**src/rtl/wda_pkg.sv**
```systemverilog
`timescale 1ns / 1ps
// ----------------------------------------------------------------------------
// wda_pkg: shared types and constants of the weighted decimating averager
// Frame layout, queue word and config-clear bundle used by all modules.
// ----------------------------------------------------------------------------
package wda_pkg;

  localparam int unsigned CHANNELS    = 4;
  localparam int unsigned SAMPLE_BITS = 32;
  localparam int unsigned STAMP_BITS  = 64;
  localparam int unsigned STEP_BITS   = 11;
  localparam int unsigned MAX_STEP    = 1024;
  localparam int unsigned SUM_BITS    = 56;
  localparam int unsigned TRI_BITS    = 20;
  localparam int unsigned AVG_BITS    = 32;
  localparam int unsigned PROD_BITS   = SAMPLE_BITS + TRI_BITS + 1;
  localparam int unsigned DATA_BITS   = CHANNELS * SAMPLE_BITS + STAMP_BITS;
  localparam int unsigned ODATA_BITS  = CHANNELS * AVG_BITS + STAMP_BITS;
  localparam int unsigned ADDR_BITS   = 3;
  localparam int unsigned APB_BITS    = 32;

  localparam logic REG_STEP   = 1'b0;
  localparam logic REG_ENABLE = 1'b1;

  typedef logic [CHANNELS-1:0] chan_mask_t;

  typedef struct packed {
    logic [CHANNELS-1:0][SAMPLE_BITS-1:0] value;
    chan_mask_t                           active;
    logic [STEP_BITS-1:0]                 size;
    logic [TRI_BITS-1:0]                  weight_total;
    logic                                 close;
    logic [STAMP_BITS-1:0]                stamp;
  } item_t;

  typedef struct packed {
    logic       valid;
    chan_mask_t mask;
  } clear_t;

endpackage

```
**src/rtl/wda_front.sv**
```systemverilog
`timescale 1ns / 1ps
// ----------------------------------------------------------------------------
// wda_front: config registers and frame classification
// Holds step, channel enable and window position; pushes one queue word
// per accepted frame while any channel is enabled, marking whether it closes the window.
// ----------------------------------------------------------------------------
module wda_front
  import wda_pkg::*;
(
  input  logic                   clk_i,
  input  logic                   rst_ni,
  input  logic                   psel,
  input  logic                   penable,
  input  logic                   pwrite,
  input  logic [ADDR_BITS-1:0]   paddr,
  input  logic [APB_BITS-1:0]    pwdata,
  output logic [APB_BITS-1:0]    prdata,
  output logic                   pready,
  input  logic                   s_axis_tvalid,
  output logic                   s_axis_tready,
  input  logic [DATA_BITS-1:0]   s_axis_tdata,
  input  logic [CHANNELS-1:0]    s_axis_tuser,
  input  logic                   queue_full_i,
  output logic                   push_valid_o,
  output item_t                  push_item_o,
  output clear_t                 clear_o
);

  logic [STEP_BITS-1:0]   step_q, step_d;
  chan_mask_t             enable_q, enable_d;
  logic [STEP_BITS-1:0]   pos_q, pos_d;
  logic [STEP_BITS-1:0]   step_eff;
  logic [STEP_BITS-1:0]   size;
  logic [2*STEP_BITS:0]   size_x;
  logic [2*STEP_BITS:0]   tri_prod;
  logic                   wr;
  logic                   reg_idx;
  logic                   accept;
  logic                   close;

  assign pready  = 1'b1;
  assign wr      = psel & penable & pwrite;
  assign reg_idx = paddr[2];

  always_comb begin
    case (reg_idx)
      REG_STEP:   prdata = APB_BITS'(step_q);
      REG_ENABLE: prdata = APB_BITS'(enable_q);
      default:    prdata = '0;
    endcase
  end

  always_comb begin
    if (step_q == '0) begin
      step_eff = STEP_BITS'(1);
    end else if (step_q > STEP_BITS'(MAX_STEP)) begin
      step_eff = STEP_BITS'(MAX_STEP);
    end else begin
      step_eff = step_q;
    end
  end

  assign size     = pos_q + 1'b1;
  assign size_x   = (2*STEP_BITS+1)'(size);
  assign tri_prod = size_x * (size_x + 1'b1);
  assign close    = size >= step_eff;

  assign s_axis_tready = !queue_full_i;
  assign accept        = s_axis_tvalid & s_axis_tready;
  assign push_valid_o  = accept & (enable_q != '0);

  always_comb begin
    for (int c = 0; c < CHANNELS; c++) begin
      push_item_o.value[c] = s_axis_tdata[c*SAMPLE_BITS +: SAMPLE_BITS];
    end
    push_item_o.active       = s_axis_tuser & enable_q;
    push_item_o.size         = size;
    push_item_o.weight_total = tri_prod[TRI_BITS:1];
    push_item_o.close        = close;
    push_item_o.stamp        = s_axis_tdata[CHANNELS*SAMPLE_BITS +: STAMP_BITS];
  end

  assign clear_o.valid = wr & (reg_idx == REG_ENABLE);
  assign clear_o.mask  = ~pwdata[CHANNELS-1:0];

  always_comb begin
    step_d   = step_q;
    enable_d = enable_q;
    pos_d    = pos_q;
    if (push_valid_o) begin
      pos_d = close ? '0 : size;
    end
    if (wr) begin
      case (reg_idx)
        REG_STEP: begin
          step_d = pwdata[STEP_BITS-1:0];
        end
        REG_ENABLE: begin
          enable_d = pwdata[CHANNELS-1:0];
          if (pwdata[CHANNELS-1:0] == '0) begin
            pos_d = '0;
          end
        end
        default: begin
          step_d = step_q;
        end
      endcase
    end
  end

  always_ff @(posedge clk_i or negedge rst_ni) begin
    if (!rst_ni) begin
      step_q   <= STEP_BITS'(1);
      enable_q <= '1;
      pos_q    <= '0;
    end else begin
      step_q   <= step_d;
      enable_q <= enable_d;
      pos_q    <= pos_d;
    end
  end

endmodule

```
**config.mk**
```make
export PLATFORM = sky130hd
export DESIGN_NAME = wda_front
export DESIGN_NICKNAME = d
export VERILOG_FILES = /design/src/rtl/wda_pkg.sv /design/src/rtl/wda_front.sv
export SDC_FILE = /design/constraint.sdc
export NUM_CORES = 1
export LEC_CHECK = 0
export BUFFER_PORTS_ARGS = -buffer_cell sky130_fd_sc_hd__clkbuf_2
export CAP_MARGIN = 20
export CORE_AREA = 5 5 196 198
export DETAILED_ROUTE_END_ITERATION = 6
export DIE_AREA = 0 0 201 203
export HOLD_SLACK_MARGIN = 0.08
export PLACE_DENSITY = 0.56
export REMOVE_ABC_BUFFERS = 1
export SLEW_MARGIN = 10
export SYNTH_ARGS = -nofsm -noshare
export SYNTH_HDL_FRONTEND = slang
export SYNTH_SLANG_ARGS = --single-unit
```
**constraint.sdc**
```tcl
create_clock -name clk_i -period 7.9 [get_ports clk_i]
set_input_delay 0.79 -clock clk_i [delete_from_list [all_inputs] [get_ports clk_i]]
set_output_delay 0.79 -clock clk_i [all_outputs]
set_load 0.02 [all_outputs]
```
==> impl_metrics.toml <==
[power]
p_leak_nw = 3.964
powerDensity_nw_per_um2 = 144.7
vdd_ir_drop_max_mv = 0.1068
power_w = 0.001136

[critical_path]
crit_path_end_kind = "output pin"
cp.buffers_inverters = 6
cp_common_cell = "fa_1"
cp_max_fo = 9
path_cells = "and2_1 > buf_4 > o31a_1 > o22ai_2 > nand4_2 > buf_4 > ha_2 > nand2b_1 > fa_1 > fa_1 > fa_1 > inv_1 > fa_1 > inv_1 > fa_1 > inv_1 > ha_1 > a21oi_2 > nor2b_1 > a311o_1 > and2_1 > o41a_1 > xor2_1 > clkbuf_2"
cpMaxStageDelayCell = "fa_1"
cp_top_family = "adder cells"
cpPeakStageDelay_ns = 0.53
critPathKind = "reg2out"
cp-start-kind = "register"
critical_path_arrival_ns = 6.92
required_ns = 7.11

[synth]
ys_seq_area_share_pct = 8.431
synth-compound-area-share_pct = 5.524
avgSynthCellArea_sq_um = 8.227
yosysWarnings = 0
synthMuxAreaShare_pct = 2.232
synth_xor_area_share_pct = 3.469
synth-simple-area-share_pct = 16.20
synthCells = 947
synth_adder_area_share_pct = 34.49
syn_area_sq_um = 7791
synth_top_family_by_area = "adder cells"
async_reset_ff_share_pct = 100.0
ys.flop_type = "dfrtp_1"
synth-seq-cells = 26
synth_edf_count = 0
synth_cell_types = 51

[finish]
finalNetCount = 1265
antennaDiodeCount = 0
layout_commonest_cell = "inv_1"
syn_to_final_growth_pct = 0.7388
drive_gt1_share_pct = 25.12
final_cell_mix = "inv_1, fa_1, clkbuf_2"
finish.instance_area_sq_um = 7849

[global_routing]
antenna_found_initial = 0
grt_pass1_wl_microns = 75070
grt_overflow_total = 0
grt_max_degree = 27
grt.total_usage_pct = 29.28
grt_pass1_vias = 5750

[floorplan]
die_h_microns = 203
die_area_sq_um = 40800
fp.coreArea_sq_um = 36350
ios = 506
die_x_microns = 201
num_rows = 70
start_util_pct = 21.44

[status]
status = "finished, final reports clean"

[sta]
maxSlewViolCount = 0
rsz0062_at_grt = "no"
finalHoldViolations = 0
finalCriticalPeriod_ns = 7.709
period_share_pct = 97.58
setup_violations = 0
final.setup.tns_ns = 0
worst_pin_slew_ns = 1.017
slew-limit-headroom_pct = 31.33
max_freq_mhz = 129.7
clock_skew_ns = 0.003138

[drt]
ant_nets = 0
drtIter0Drc = 355
via_count = 5994
wl_microns = 62170
drc = 0
drtPass1Iterations = 5
post_drt_wl_per_cell_microns = 46.67
via_per_inst = 4.500

[clock_tree]
cts_root_buf = "clkbuf_16"
cts_made_buffers = 3
clkLatencyLatePin_ns = 0.27
htreeDepth = 1
cts_sinks = 26
ctsHoldBuffers = 0
clk_path_buf_depth = 2
clkTransAtPathRegs_ns = 0.07
cts_tree = "yes"

[placed_design]
io_buffers = 76
hpwl_microns = 59250
gp_congestion = 1.022
dpl_cell_area_sq_um = 7510

[worst_hold_path]
hp-class = "reg2reg"

[flow_run]
maxCapViolations = 0
## what timing repair did
item,4_1_cts,5_1_grt
endpoints found under the setup margin,5,8
resized for setup,21,28
setup buffers,1,3
pin swaps,0,15
## logic make-up (layout without fill, tap and decap cells)
group | Yosys count | after routing
muxes | 16 | 16
xor gates and xnor gates | 30 | 30
adders and majority gates | 162 | 162
and+or+nand+nor | 244 | 244
AOI/OAI and AO/OA | 72 | 72
DFF | 26 | 26
buffers and inverters | 395 | 292
other | 2 | 22
## synthesized netlist by cell type, drive strengths merged (8+ instances only)
cell	count	share of area [%]
nor2	65	3.1
a21oi	23	1.5
mux2	11	1.6
nand3	13	1.0
xnor2	22	2.6
nand2	52	2.5
nor3	15	1.4
xor2	8	0.90
buf	223	21
nor2b	19	1.5
dfrtp	21	6.7
or2	24	1.9
fa	88	23
nand2b	28	2.2
inv	153	7.4
clkbuf	17	0.82
o21ai	25	1.6
ha	74	12
and2	8	0.64
## per-stage QoR
step                      util [%]  instances  hold slack [ns]  setup slack [ns]
final                        21.59       1332           0.5075            0.1914
after global routing         21.59       1332           0.5440          0.005258
after CTS                    21.19       1329           0.5081          0.008172
after detailed placement     20.66       1324           0.4961          -0.03396
after global placement       20.66       1324           0.4893         -0.001688
after floorplan                  -        727           0.4675           -0.5928
## worst register-to-register path: stages, from the launching register on
cell,delay (ns)
dfrtp_2,0.41
ha_4,0.17
nand2_2,0.08
buf_4,0.16
nor2_1,0.17
xnor2_1,0.17
buf_4,0.17
inv_1,0.08
buf_4,0.19
ha_1,0.22
or3_1,0.36
a221oi_1,0.28
o21bai_1,0.09
a41oi_1,0.77
nand2_1,0.38
o22ai_1,0.27
## area by class of cell
type                            count  area [sq um]
Sequential cell                    26         661.9
Inverter                          155         581.8
Clock buffer                        3         75.07
Clock inverter                      1         30.03
Multi-Input combinational cell    546          5099
Timing Repair Buffer              133         815.8
Tap cell                          468         585.6
Fill cell                        4060         28500
## state kept, by name, indices dropped and copies added, names as in the netlist
register / cells
step_q: 11
enable_q: 4
pos_q: 11
## report_power, final
part / total [W] / leakage [nW] / internal [W] / switching (W)
sequential: 0.000194 / 0.319 / 0.000162 / 0.0000315
clock: 0.000150 / 0.0511 / 0.000101 / 0.0000490
combinational: 0.000792 / 3.59 / 0.000279 / 0.000513
total: 0.00114 / 3.96 / 0.000542 / 0.000593
## path summary, 6_finish.rpt
| kind | start | end | slack, ns | cells past startpoint |
|---|---|---|---|---|
| setup / recovery | pos_q[1]$_DFF_PN0_ | push_item_o[78] | 0.19 | 24 |
| hold / removal | step_q[0]$_DFFE_PN1P_ | step_q[0]$_DFFE_PN1P_ | 0.51 | 2 |
| setup reg to reg | pos_q[1]$_DFF_PN0_ | pos_q[2]$_DFF_PN0_ | 3.83 | 15 |
| hold reg to reg | step_q[0]$_DFFE_PN1P_ | step_q[0]$_DFFE_PN1P_ | 0.51 | 2 |
| max in group asynchronous | rst_ni | pos_q[3]$_DFF_PN0_ | 6.84 | 1 |
| min in group asynchronous | rst_ni | pos_q[0]$_DFF_PN0_ | 0.56 | 1 |
## layer usage
layer,global-route usage (%),share of wire (%)
met4,21.19,9.5
met2,48.58,47
met5,7.619,0.59
met3,38.81,28
met1,12.78,15
Power figures use the tool's default switching activity.
